### src/design/kef_pkg.sv
`timescale 1ns / 1ps
`default_nettype none
// ----------------------------------------------------------------------------
// kef_pkg
// Shared types and constants for the keypad edge event FIFO.
// ----------------------------------------------------------------------------
package kef_pkg;

  localparam int NUM_SWITCHES = 9;
  localparam int KEY_IDX_W    = 4;
  localparam int STEP_W       = 5;
  localparam logic [STEP_W-1:0] STEP_LAST = STEP_W'(2 * NUM_SWITCHES - 1);
  localparam logic [STEP_W-1:0] STEP_SPLIT = STEP_W'(NUM_SWITCHES);

  typedef logic [NUM_SWITCHES-1:0] kef_scan_t;

  typedef struct packed {
    logic                 pressed;
    logic [KEY_IDX_W-1:0] index;
  } kef_event_t;

  localparam int EVENT_W = $bits(kef_event_t);

  typedef enum logic [2:0] {
    ST_IDLE,
    ST_PUSH,
    ST_READ,
    ST_WAIT,
    ST_PUBLISH
  } kef_state_t;

endpackage
`default_nettype wire

### src/design/kef_if.sv
`timescale 1ns / 1ps
`default_nettype none
// ----------------------------------------------------------------------------
// kef_scan_if / kef_event_if
// Valid/ready channels for switch scans and popped key events.
// ----------------------------------------------------------------------------
interface kef_scan_if;
  logic       valid;
  logic       ready;
  logic [8:0] switch_scan;

  modport source (output valid, output switch_scan, input ready);
  modport sink (input valid, input switch_scan, output ready);
endinterface

interface kef_event_if;
  logic       valid;
  logic       ready;
  logic       event_valid;
  logic [3:0] key_index;
  logic       key_pressed;

  modport source (output valid, output event_valid, output key_index,
                  output key_pressed, input ready);
  modport sink (input valid, input event_valid, input key_index,
                input key_pressed, output ready);
endinterface
`default_nettype wire

### src/design/kef_ram.sv
`timescale 1ns / 1ps
`default_nettype none
// ----------------------------------------------------------------------------
// kef_ram
// Generic single-write, single-read RAM with a registered read port.
// ----------------------------------------------------------------------------
module kef_ram #(
  parameter int WIDTH = 5,
  parameter int DEPTH = 16
) (
  input  wire logic                     clk,
  input  wire logic                     we,
  input  wire logic [$clog2(DEPTH)-1:0] waddr,
  input  wire logic [WIDTH-1:0]         wdata,
  input  wire logic [$clog2(DEPTH)-1:0] raddr,
  output logic      [WIDTH-1:0]         rdata
);

  logic [WIDTH-1:0] mem [DEPTH];

  always_ff @(posedge clk) begin
    if (we) begin
      mem[waddr] <= wdata;
    end
    rdata <= mem[raddr];
  end

endmodule
`default_nettype wire

### src/design/keypad_edge_event_fifo.sv
`timescale 1ns / 1ps
`default_nettype none
// ----------------------------------------------------------------------------
// keypad_edge_event_fifo
// Turns switch scans into release and press events, queues them in a ring
// FIFO and pops at most one event per scan.
// ----------------------------------------------------------------------------
//  channel    direction  beat payload
//  in_scan    in         switch_scan
//  out_event  out        event_valid, key_index, key_pressed
//
// A scan beat is accepted in the idle step and then takes 18 push steps
// (releases of switches 0 to 8, then presses of switches 0 to 8) through one
// shared pointer increment and full compare, a read, a wait for the
// registered RAM read and a publish step. The result beat is registered
// when the output register is free; scan beats are only taken when idle.
// Reset clears the previous scan and both pointers; the event store is not.
// A result waits in the output register while the next scan is processed;
// a scan is held off only until that register frees.
// ----------------------------------------------------------------------------
module keypad_edge_event_fifo
  import kef_pkg::*;
#(
  parameter int FIFO_DEPTH = 16
) (
  input wire logic         clk,
  input wire logic         rst_n,
  kef_scan_if.sink         in_scan,
  kef_event_if.source      out_event
);

  localparam int PTR_W = $clog2(FIFO_DEPTH);
  localparam logic [PTR_W-1:0] PTR_LAST = PTR_W'(FIFO_DEPTH - 1);

  kef_state_t        state_r, state_nxt;
  logic [STEP_W-1:0] step_r, step_nxt;
  kef_scan_t         prev_r, prev_nxt;
  kef_scan_t         rel_r, rel_nxt;
  kef_scan_t         prs_r, prs_nxt;
  logic [PTR_W-1:0]  rd_ptr_r, rd_ptr_nxt;
  logic [PTR_W-1:0]  wr_ptr_r, wr_ptr_nxt;
  logic              hit_r, hit_nxt;

  logic              out_valid_r, out_valid_nxt;
  kef_event_t        out_ev_r, out_ev_nxt;
  logic              out_hit_r, out_hit_nxt;

  logic              in_fire;
  logic              out_free;

  // Shared pointer unit: one increment with wrap and one compare.
  logic [PTR_W-1:0]  inc_in;
  logic [PTR_W-1:0]  inc_out;
  logic              inc_eq_rd;

  logic              is_press;
  logic [KEY_IDX_W-1:0] sw_idx;
  logic              sw_changed;

  logic              ram_we;
  kef_event_t        ram_wdata;
  logic [EVENT_W-1:0] ram_rdata;

  assign in_fire  = in_scan.valid && in_scan.ready;
  assign out_free = !out_valid_r || out_event.ready;

  assign is_press = (step_r >= STEP_SPLIT);
  assign sw_idx   = is_press ? KEY_IDX_W'(step_r - STEP_SPLIT) : KEY_IDX_W'(step_r);
  assign sw_changed = is_press ? prs_r[sw_idx] : rel_r[sw_idx];

  always_comb begin
    inc_in = (state_r == ST_WAIT) ? rd_ptr_r : wr_ptr_r;
    inc_out = (inc_in == PTR_LAST) ? '0 : inc_in + PTR_W'(1);
    inc_eq_rd = (inc_out == rd_ptr_r);
  end

  kef_ram #(
    .WIDTH (EVENT_W),
    .DEPTH (FIFO_DEPTH)
  ) u_store (
    .clk   (clk),
    .we    (ram_we),
    .waddr (wr_ptr_r),
    .wdata (ram_wdata),
    .raddr (rd_ptr_r),
    .rdata (ram_rdata)
  );

  always_comb begin
    state_nxt = state_r;
    case (state_r)
      ST_IDLE: begin
        if (in_fire) begin
          state_nxt = ST_PUSH;
        end
      end
      ST_PUSH: begin
        if (step_r == STEP_LAST) begin
          state_nxt = ST_READ;
        end
      end
      ST_READ:    state_nxt = ST_WAIT;
      ST_WAIT:    state_nxt = ST_PUBLISH;
      ST_PUBLISH: begin
        if (out_free) begin
          state_nxt = ST_IDLE;
        end
      end
      default:    state_nxt = ST_IDLE;
    endcase
  end

  always_comb begin
    step_nxt      = step_r;
    prev_nxt      = prev_r;
    rel_nxt       = rel_r;
    prs_nxt       = prs_r;
    rd_ptr_nxt    = rd_ptr_r;
    wr_ptr_nxt    = wr_ptr_r;
    hit_nxt       = hit_r;
    out_valid_nxt = out_valid_r;
    out_ev_nxt    = out_ev_r;
    out_hit_nxt   = out_hit_r;
    ram_we        = 1'b0;
    ram_wdata     = '{pressed: is_press, index: sw_idx};
    in_scan.ready = (state_r == ST_IDLE);

    if (out_valid_r && out_event.ready) begin
      out_valid_nxt = 1'b0;
    end

    case (state_r)
      ST_IDLE: begin
        if (in_fire) begin
          rel_nxt  = prev_r & ~in_scan.switch_scan;
          prs_nxt  = in_scan.switch_scan & ~prev_r;
          prev_nxt = in_scan.switch_scan;
          step_nxt = '0;
        end
      end
      ST_PUSH: begin
        step_nxt = step_r + STEP_W'(1);
        if (sw_changed && !inc_eq_rd) begin
          ram_we     = 1'b1;
          wr_ptr_nxt = inc_out;
        end
      end
      ST_READ: begin
        hit_nxt = (rd_ptr_r != wr_ptr_r);
      end
      ST_WAIT: begin
        out_ev_nxt = hit_r ? kef_event_t'(ram_rdata) : '0;
        if (hit_r) begin
          rd_ptr_nxt = inc_out;
        end
      end
      ST_PUBLISH: begin
        if (out_free) begin
          out_valid_nxt = 1'b1;
          out_hit_nxt   = hit_r;
        end
      end
      default: begin
      end
    endcase
  end

  // The popped event is staged in out_ev_r during the wait step; it only
  // moves to the visible register once that register is free.
  kef_event_t shown_r, shown_nxt;

  always_comb begin
    shown_nxt = shown_r;
    if (state_r == ST_PUBLISH && out_free) begin
      shown_nxt = out_ev_r;
    end
  end

  always_ff @(posedge clk) begin
    if (!rst_n) begin
      state_r     <= ST_IDLE;
      step_r      <= '0;
      prev_r      <= '0;
      rd_ptr_r    <= '0;
      wr_ptr_r    <= '0;
      out_valid_r <= 1'b0;
    end else begin
      state_r     <= state_nxt;
      step_r      <= step_nxt;
      prev_r      <= prev_nxt;
      rd_ptr_r    <= rd_ptr_nxt;
      wr_ptr_r    <= wr_ptr_nxt;
      out_valid_r <= out_valid_nxt;
    end
  end

  always_ff @(posedge clk) begin
    rel_r     <= rel_nxt;
    prs_r     <= prs_nxt;
    hit_r     <= hit_nxt;
    out_ev_r  <= out_ev_nxt;
    out_hit_r <= out_hit_nxt;
    shown_r   <= shown_nxt;
  end

  assign out_event.valid       = out_valid_r;
  assign out_event.event_valid = out_hit_r;
  assign out_event.key_index   = shown_r.index;
  assign out_event.key_pressed = shown_r.pressed;

endmodule
`default_nettype wire

### src/flat_wrapper.sv
// flat-port wrapper written by rule: the top's interface ports become plain ports
module keypad_edge_event_fifo_flat import kef_pkg::*;
#(
  parameter int FIFO_DEPTH = 16
)
  (clk, rst_n, in_scan_valid, in_scan_switch_scan, in_scan_ready, out_event_valid, out_event_event_valid, out_event_key_index, out_event_key_pressed, out_event_ready);
  kef_scan_if in_scan_i ();
  kef_event_if out_event_i ();
  input wire logic clk;
  input wire logic rst_n;
  input wire logic [$bits(in_scan_i.valid)-1:0] in_scan_valid;
  input wire logic [$bits(in_scan_i.switch_scan)-1:0] in_scan_switch_scan;
  output wire logic [$bits(in_scan_i.ready)-1:0] in_scan_ready;
  output wire logic [$bits(out_event_i.valid)-1:0] out_event_valid;
  output wire logic [$bits(out_event_i.event_valid)-1:0] out_event_event_valid;
  output wire logic [$bits(out_event_i.key_index)-1:0] out_event_key_index;
  output wire logic [$bits(out_event_i.key_pressed)-1:0] out_event_key_pressed;
  input wire logic [$bits(out_event_i.ready)-1:0] out_event_ready;
  assign in_scan_i.valid = in_scan_valid;
  assign in_scan_i.switch_scan = in_scan_switch_scan;
  assign in_scan_ready = in_scan_i.ready;
  assign out_event_valid = out_event_i.valid;
  assign out_event_event_valid = out_event_i.event_valid;
  assign out_event_key_index = out_event_i.key_index;
  assign out_event_key_pressed = out_event_i.key_pressed;
  assign out_event_i.ready = out_event_ready;
  keypad_edge_event_fifo #(.FIFO_DEPTH(FIFO_DEPTH)) u_core (.clk(clk), .rst_n(rst_n), .in_scan(in_scan_i), .out_event(out_event_i));
endmodule
### config.mk
export PLATFORM = sky130hd
export DESIGN_NAME = keypad_edge_event_fifo_flat
export DESIGN_NICKNAME = d
export VERILOG_FILES = /design/src/design/kef_pkg.sv /design/src/design/kef_if.sv /design/src/design/kef_ram.sv /design/src/design/keypad_edge_event_fifo.sv /design/src/flat_wrapper.sv
export SDC_FILE = /design/constraint.sdc
export NUM_CORES = 1
export LEC_CHECK = 0
export BUFFER_PORTS_ARGS = -buffer_cell sky130_fd_sc_hd__buf_2
export CAP_MARGIN = 40
export CORE_AREA = 2 2 109 111
export CTS_CLUSTER_SIZE = 10
export DETAILED_ROUTE_END_ITERATION = 8
export DIE_AREA = 0 0 111 113
export GPL_TIMING_DRIVEN = 0
export PLACE_DENSITY = 0.81
export SLEW_MARGIN = 20
export SYNTH_ARGS = -nofsm -noshare
export SYNTH_HDL_FRONTEND = slang
export SYNTH_SLANG_ARGS = --single-unit
export TNS_END_PERCENT = 100
### constraint.sdc
create_clock -name clk -period 10.45 [get_ports clk]
set_input_delay 1.045 -clock clk [delete_from_list [all_inputs] [get_ports clk]]
set_output_delay 1.045 -clock clk [all_outputs]
set_load 0.05 [all_outputs]
### Word-level counts from Yosys, hierarchy flattened

Memories as Yosys holds them, arrays and structs flattened. A register that Yosys moved wholly into a read port is not among the register bits.
Index checks and enable logic that the tools add are counted.

* flip-flop bits (word level): 56
* memory bits (writable): 80
* input port bits: 13
* output and inout port bits: 8
* word-level logic and storage cells: 71
* memories kept: 1

Memories
* u_core.u_store.mem: depth 16, width 5, rd ports 1, clocked after Yosys merged registers in 1, wr ports 1, RTL line kef_ram.sv:19 `logic [WIDTH-1:0] mem [DEPTH];`

* $add $sub $neg: 3
* magnitude comparators: 2
* equal/unequal tests: 11
* mux-type cells: 21
* bitwise operators: 4
* reduce and logical (&&, ||, !) cells: 15

Operators by type and width (count)
* 9-bit AND: 2
* 9-bit NOT: 2
* 3-bit one-hot mux with 5 select lines: 1
* 4-bit 2-to-1 mux: 3
* 1-bit 2-to-1 mux: 10
* 5-bit one-hot mux with 2 select lines: 1
* 2-bit AND reduction: 5
* 3-bit 2-to-1 mux: 3
* 1-bit binary-select mux with 4-bit select: 2
* 3-bit by 2-bit == test with 1-bit output, second input constant: 2
* 5-bit by 1-bit adder with 5-bit output, second input constant: 1
* 5-bit == test, second input constant: 1
* 5-bit by 4-bit >= comparator with 1-bit output, second input constant: 1
* 4-bit by 5-bit < comparator with 1-bit output, second input constant: 1
* 5-bit 2-to-1 mux: 1
* 4-bit by 1-bit adder with 4-bit output, second input constant: 1
* 4-bit == test: 1
* 4-bit == test, second input constant: 1
* 1-bit logical AND: 4
* 2-bit by 1-bit != test with 1-bit output, second input constant: 2
* 4-bit != test: 1
* 4-bit subtractor, second input constant: 1
* 3-bit by 1-bit == test with 1-bit output, second input constant: 1
* 3-bit == test, second input constant: 1
* 6 further kinds: 7

### Longest topological paths before layout

* word-level depth: 11
* depth in mapped cells: 13
* gate-level depth less buffers: 10

### Hierarchy

A second synthesis with hierarchy kept.

* cell total of the unflattened synthesis: 437
* area, all modules: 5989.5 µm²

By module, submodules not included
* kef_ram: instances 1, cells each 155, area an instance 3213.1 µm², seq. area each 2502.4 µm²
* keypad_edge_event_fifo: instances 1, cells each 282, area an instance 2776.4 µm², seq. area each 1421.4 µm²

### Least setup slack after synthesis

No wires, ideal clock.

* path type: flip-flop to flip-flop
* start point: register u_core.state_r[0]
* end point: memory u_core.u_store.mem[1][0], enable pin
* library setup time: 381 ps
* data arrival time: 3302 ps
* required time: 10069 ps
* setup slack: 6766 ps
* cell stages (with the launch flop): 14
* buffers on the path: 3
* clock period less this slack: 3684 ps
* cell sequence: dfxtp_1 -> clkbuf_1 -> and3b_1 -> clkbuf_1 -> mux2_2 -> ha_1 -> a21oi_1 -> o22ai_1 -> xnor2_1 -> nor4_1 -> a21oi_1 -> o21ai_4 -> buf_6 -> nor4_1

* cells in the longest elaborated chain, start to end: 11

RTL lines
* start, declared: RTL line keypad_edge_event_fifo.sv:35 `kef_state_t state_r, state_nxt;`
* start signal, assigned: RTL line keypad_edge_event_fifo.sv:188 `state_r <= state_nxt;`
* 3-bit by 2-bit == test with 1-bit output: RTL line keypad_edge_event_fifo.sv:72 `inc_in = (state_r == ST_WAIT) ? rd_ptr_r : wr_ptr_r;`
* 4-bit 2-to-1 mux: RTL line keypad_edge_event_fifo.sv:72
* 4-bit by 1-bit adder with 4-bit output / 4-bit == test (equally long branches): RTL line keypad_edge_event_fifo.sv:73 `inc_out = (inc_in == PTR_LAST) ? '0 : inc_in + PTR_W'(1);`
* 4-bit 2-to-1 mux: RTL line keypad_edge_event_fifo.sv:73
* 4-bit == test: RTL line keypad_edge_event_fifo.sv:74 `inc_eq_rd = (inc_out == rd_ptr_r);`
* 1-bit zero test: RTL line keypad_edge_event_fifo.sv:143 `if (sw_changed && !inc_eq_rd) begin`
* 1-bit logical AND: RTL line keypad_edge_event_fifo.sv:143
* 1-bit 2-to-1 mux: RTL line keypad_edge_event_fifo.sv:143
* 1-bit 2-to-1 mux *: RTL line keypad_edge_event_fifo.sv:132 `case (state_r)`
* 1-bit 2-to-1 mux *: RTL line kef_ram.sv:22 `if (we) begin`
* 1-bit 2-to-1 mux (implied by the code) *: RTL line kef_ram.sv:23 `mem[waddr] <= wdata;`
* end, declared: RTL line kef_ram.sv:19

Every way passes the cells marked *; elsewhere a longest branch is shown, timed or not.

### Worst setup path in the final report

* start point: register u_core.state_r[1]
* end point: memory u_core.u_store.mem[13][3], enable pin

The elaborated chain is that of the path after synthesis.

==> flow_summary.yaml <==
route:
  drt_pass1_iterations: 5
  vias_per_cell: 5.78
  routed_wl_mm: 12.4
  drcViolationCount: 0
  wl_per_cell_microns: 19.5
  first_iter_violations: 352
  postRouteAntennaNets: 0
  route.vias.total: 3678
synthesis:
  synthAdderAreaFrac: 0.00815
  synth_fp_nets: 445
  ys_seq_area_frac: 0.639
  postSynth.asyncResetShare: 0
  synth_xor_area_frac: 0.0143
  avgSynthCellArea_sq_um: 14.3
  synth_area_sq_um: 6140
  ys_types: 52
  synth-simple-area-share: 0.117
  synthCells: 428
  synth_top_family_by_area: "multiplexers"
  synth.area.mux_share: 0.119
  synth_compound_area_frac: 0.0579
  yosysTopAreaCellShare: 0.538
  synth_area_leader_cell: "edfxtp_1"
  synth.area.top_cells: "edfxtp_1 54%, dfxtp_1 10%, mux4_2 9.2%, nand2_1 2.8%, nor2b_1 2.1%"
  synth-edff-count: 110
  yosysWarnings: 0
  ys_ff_latch: 141
  synthFlopType: "edfxtp_1"
setup_path:
  worstSetupPathType: "flip-flop to flip-flop"
  crit_fanout: 14
  required_ns: 10.48
  crit_path_end_kind: "flip-flop"
  reg2reg_depth: 13
  cp_data_arrival_time_ns: 4.46
  timing.rr.start: "u_core.state_r[1]$_SDFFE_PN0P_"
  r2r_slack_ns: 6.03
  startpoint_type: "flip-flop"
  reg2reg_to: "u_core.u_store.mem[13][3]$_DFFE_PP_"
global_route:
  grt_max_degree: 23
  antenna_found_initial: 0
  grt.total_usage: 0.208
  grt_pass1_vias: 3682
  grt_pass1_wl_mm: 19.7
  grt_overflow: 0
hold_path:
  hold_depth: 0
  hp-class: "flip-flop to flip-flop"
  hp-start: "u_core.out_ev_r[1]$_SDFFCE_PN0P_"
  hold_path_end: "u_core.out_event.key_index[1]$_DFFE_PP_"
finish:
  fillers: 760
  drive_gt1_frac: 0.233
  nNetsFinal: 497
  diodes: 0
  synthToLayoutAreaGrowth_pct: 16.4
  fin_area_sq_um: 7140
timing:
  tns_ns: 0
  tightest_slew_ns: 0.857
  min_period_ns: 4.42
  skew_ns: 0.0134
  final-hold-violation-count: 0
  slew_headroom: 0.425
  min_period_over_period: 0.423
  report.final.slew_viol_count: 0
  holdWs_ns: 0.424
  max_clock_freq_mhz: 226
  setup-violations-final: 0
  rsz0062_at_grt: "false"
floorplanning:
  ios: 21
  rows: 39
  die_h_microns: 113
  core_sq_um: 11300
  die-area_sq_um: 12500
  die_x_microns: 111
  initial_core_util: 0.544
cts:
  cts_hold_buf: 0
  numClockSinks: 141
  cts_max_path_buffers: 2
  clkTransAtPathRegs_ns: 0.06
  cts_root_buffer: "clkbuf_16"
  cts_setup_buffers: 0
  h-tree-depth: 4
  cts_resized: 0
  cts_tree: "done"
  cts_made_buffers: 17
  clock_latency_ns: 0.42
flow_run:
  drv_cap: 0
power_and_ir_drop:
  ir_worst_vdd_uv: 162
  power_per_cell_area_nw_per_um2: 187
  leakage_nw: 2.38
placed_design:
  place_area_sq_um: 6490
  io_buffers: 19
  gp_congestion: 0.850
  hpwl_mm: 8.42
status:
  status: "completed"
-- stage by stage --
stage           util  instances  power (mW)  setup slack [ns]
2_1_floorplan      -        428       0.703              6.77
3_3_place_gp   0.569        590       0.720              5.80
3_5_place_dp   0.575        599       0.726              6.03
4_1_cts        0.630        631        1.34              5.98
5_1_grt        0.634        636        1.37              5.70
6_report       0.634        636        1.34              6.03
-- sequential cells by signal, summed over array words and instances, names as in the netlist --
signal and flops:
u_core.prev_r 9, u_core.out_event.key_index 4, u_core.prs_r 9, u_core.out_ev_r 5, u_core.step_r 5, u_core.wr_ptr_r 4, u_core.hit_r 1, u_core.rd_ptr_r 4
u_core.u_store.mem 80, u_core.out_event.event_valid 1, u_core.u_store.rdata 5, u_core.out_event.valid 1, u_core.rel_r 9, u_core.state_r 3, u_core.out_event.key_pressed 1
-- synthesized netlist by cell type, types with 6 or more instances --
cell type,instances
edfxtp_1,110
nand2_1,45
dfxtp_1,31
mux4_2,25
a21oi_1,23
nor2_1,21
nor2b_1,21
nor3_1,14
clkbuf_1,13
mux2i_1,12
o21ai_0,12
nor4_1,9
inv_1,8
nand3_1,8
xnor2_1,7
buf_6,6
-- logic make-up (layout without fill, tap and decap cells) --
group / count (synthesis) / count (layout)
compound gates: 54 / 54
mux: 41 / 41
xor+xnor: 10 / 10
simple gates: 140 / 140
flops: 141 / 141
buf+inv: 38 / 103
fa+ha+maj: 4 / 4
-- power by group --
part / leakage (nW) / switching [mW] / internal, mW
logic: 0.870 / 0.0535 / 0.0373
clock network: 0.300 / 0.235 / 0.384
registers: 1.21 / 0.00673 / 0.619
total: 2.38 / 0.295 / 1.04
-- cells in the final DEF, fill, tap and decap left out, types with 3 or more instances in the layout --
cell / instances
nor2b_1: 21
xnor2_1: 7
a21oi_1: 23
mux2_2: 3
o21ai_0: 10
and2_1: 5
nand3_1: 8
xor2_1: 3
buf_2: 26
nand2_1: 45
buf_1: 3
mux2i_1: 12
edfxtp_1: 110
inv_6: 3
nor2_1: 21
dfxtp_1: 31
clkbuf_16: 19
clkbuf_8: 5
nor3_1: 14
mux4_2: 25
o21a_1: 3
clkinv_4: 4
inv_1: 8
nor4_1: 9
clkbuf_1: 16
nor3b_1: 5
buf_6: 10
ha_1: 4
-- routing by layer --
metal,GRT usage,vias up,routed length (microns)
li1,-,1712,-
met1,0.241,1793,4880
met2,0.373,143,6610
met3,0.0659,30,734
met4,0.0642,0,201
met5,0,-,0
-- worst max path at each step --
stage	start	to	slack [ns]	cells past startpoint
5_1_grt	u_core.state_r[1]$_SDFFE_PN0P_	u_core.u_store.mem[1][2]$_DFFE_PP_	5.70	14
6_report	u_core.state_r[1]$_SDFFE_PN0P_	u_core.u_store.mem[13][3]$_DFFE_PP_	6.03	13
4_1_cts	u_core.state_r[1]$_SDFFE_PN0P_	u_core.u_store.mem[3][4]$_DFFE_PP_	5.98	13
3_3_place_gp	u_core.step_r[1]$_SDFFE_PN0P_	u_core.u_store.mem[1][1]$_DFFE_PP_	5.80	11
2_1_floorplan	u_core.state_r[0]$_SDFFE_PN0P_	u_core.u_store.mem[1][0]$_DFFE_PP_	6.77	13
3_5_place_dp	u_core.state_r[1]$_SDFFE_PN0P_	u_core.u_store.mem[3][1]$_DFFE_PP_	6.03	13
-- area by class of cell --
| cell class | count | area, sq um | area share |
|---|---|---|---|
| sequential | 141 | 3920 | 0.549 |
| multi-input combinational | 249 | 1960 | 0.274 |
| clock buffer | 22 | 487 | 0.0681 |
| buffer | 28 | 230 | 0.0322 |
| timing repair buffer | 33 | 204 | 0.0286 |
| tap | 143 | 179 | 0.0250 |
| clock inverter | 10 | 126 | 0.0177 |
| inverter | 10 | 37.5 | 0.00525 |
-- worst max-delay path, cell delays in order (launching register included) --
cell	delay, ns
dfxtp_1	0.30
clkbuf_1	0.26
and3b_1	0.26
clkbuf_1	0.58
mux2_2	0.42
ha_1	0.28
a21oi_1	0.14
o22ai_1	0.11
xnor2_1	0.17
nor4_1	0.11
a21oi_1	0.34
o21ai_4	0.19
buf_6	0.18
nor3_1	0.71
Note: power is estimated with default switching activity, not from simulation.
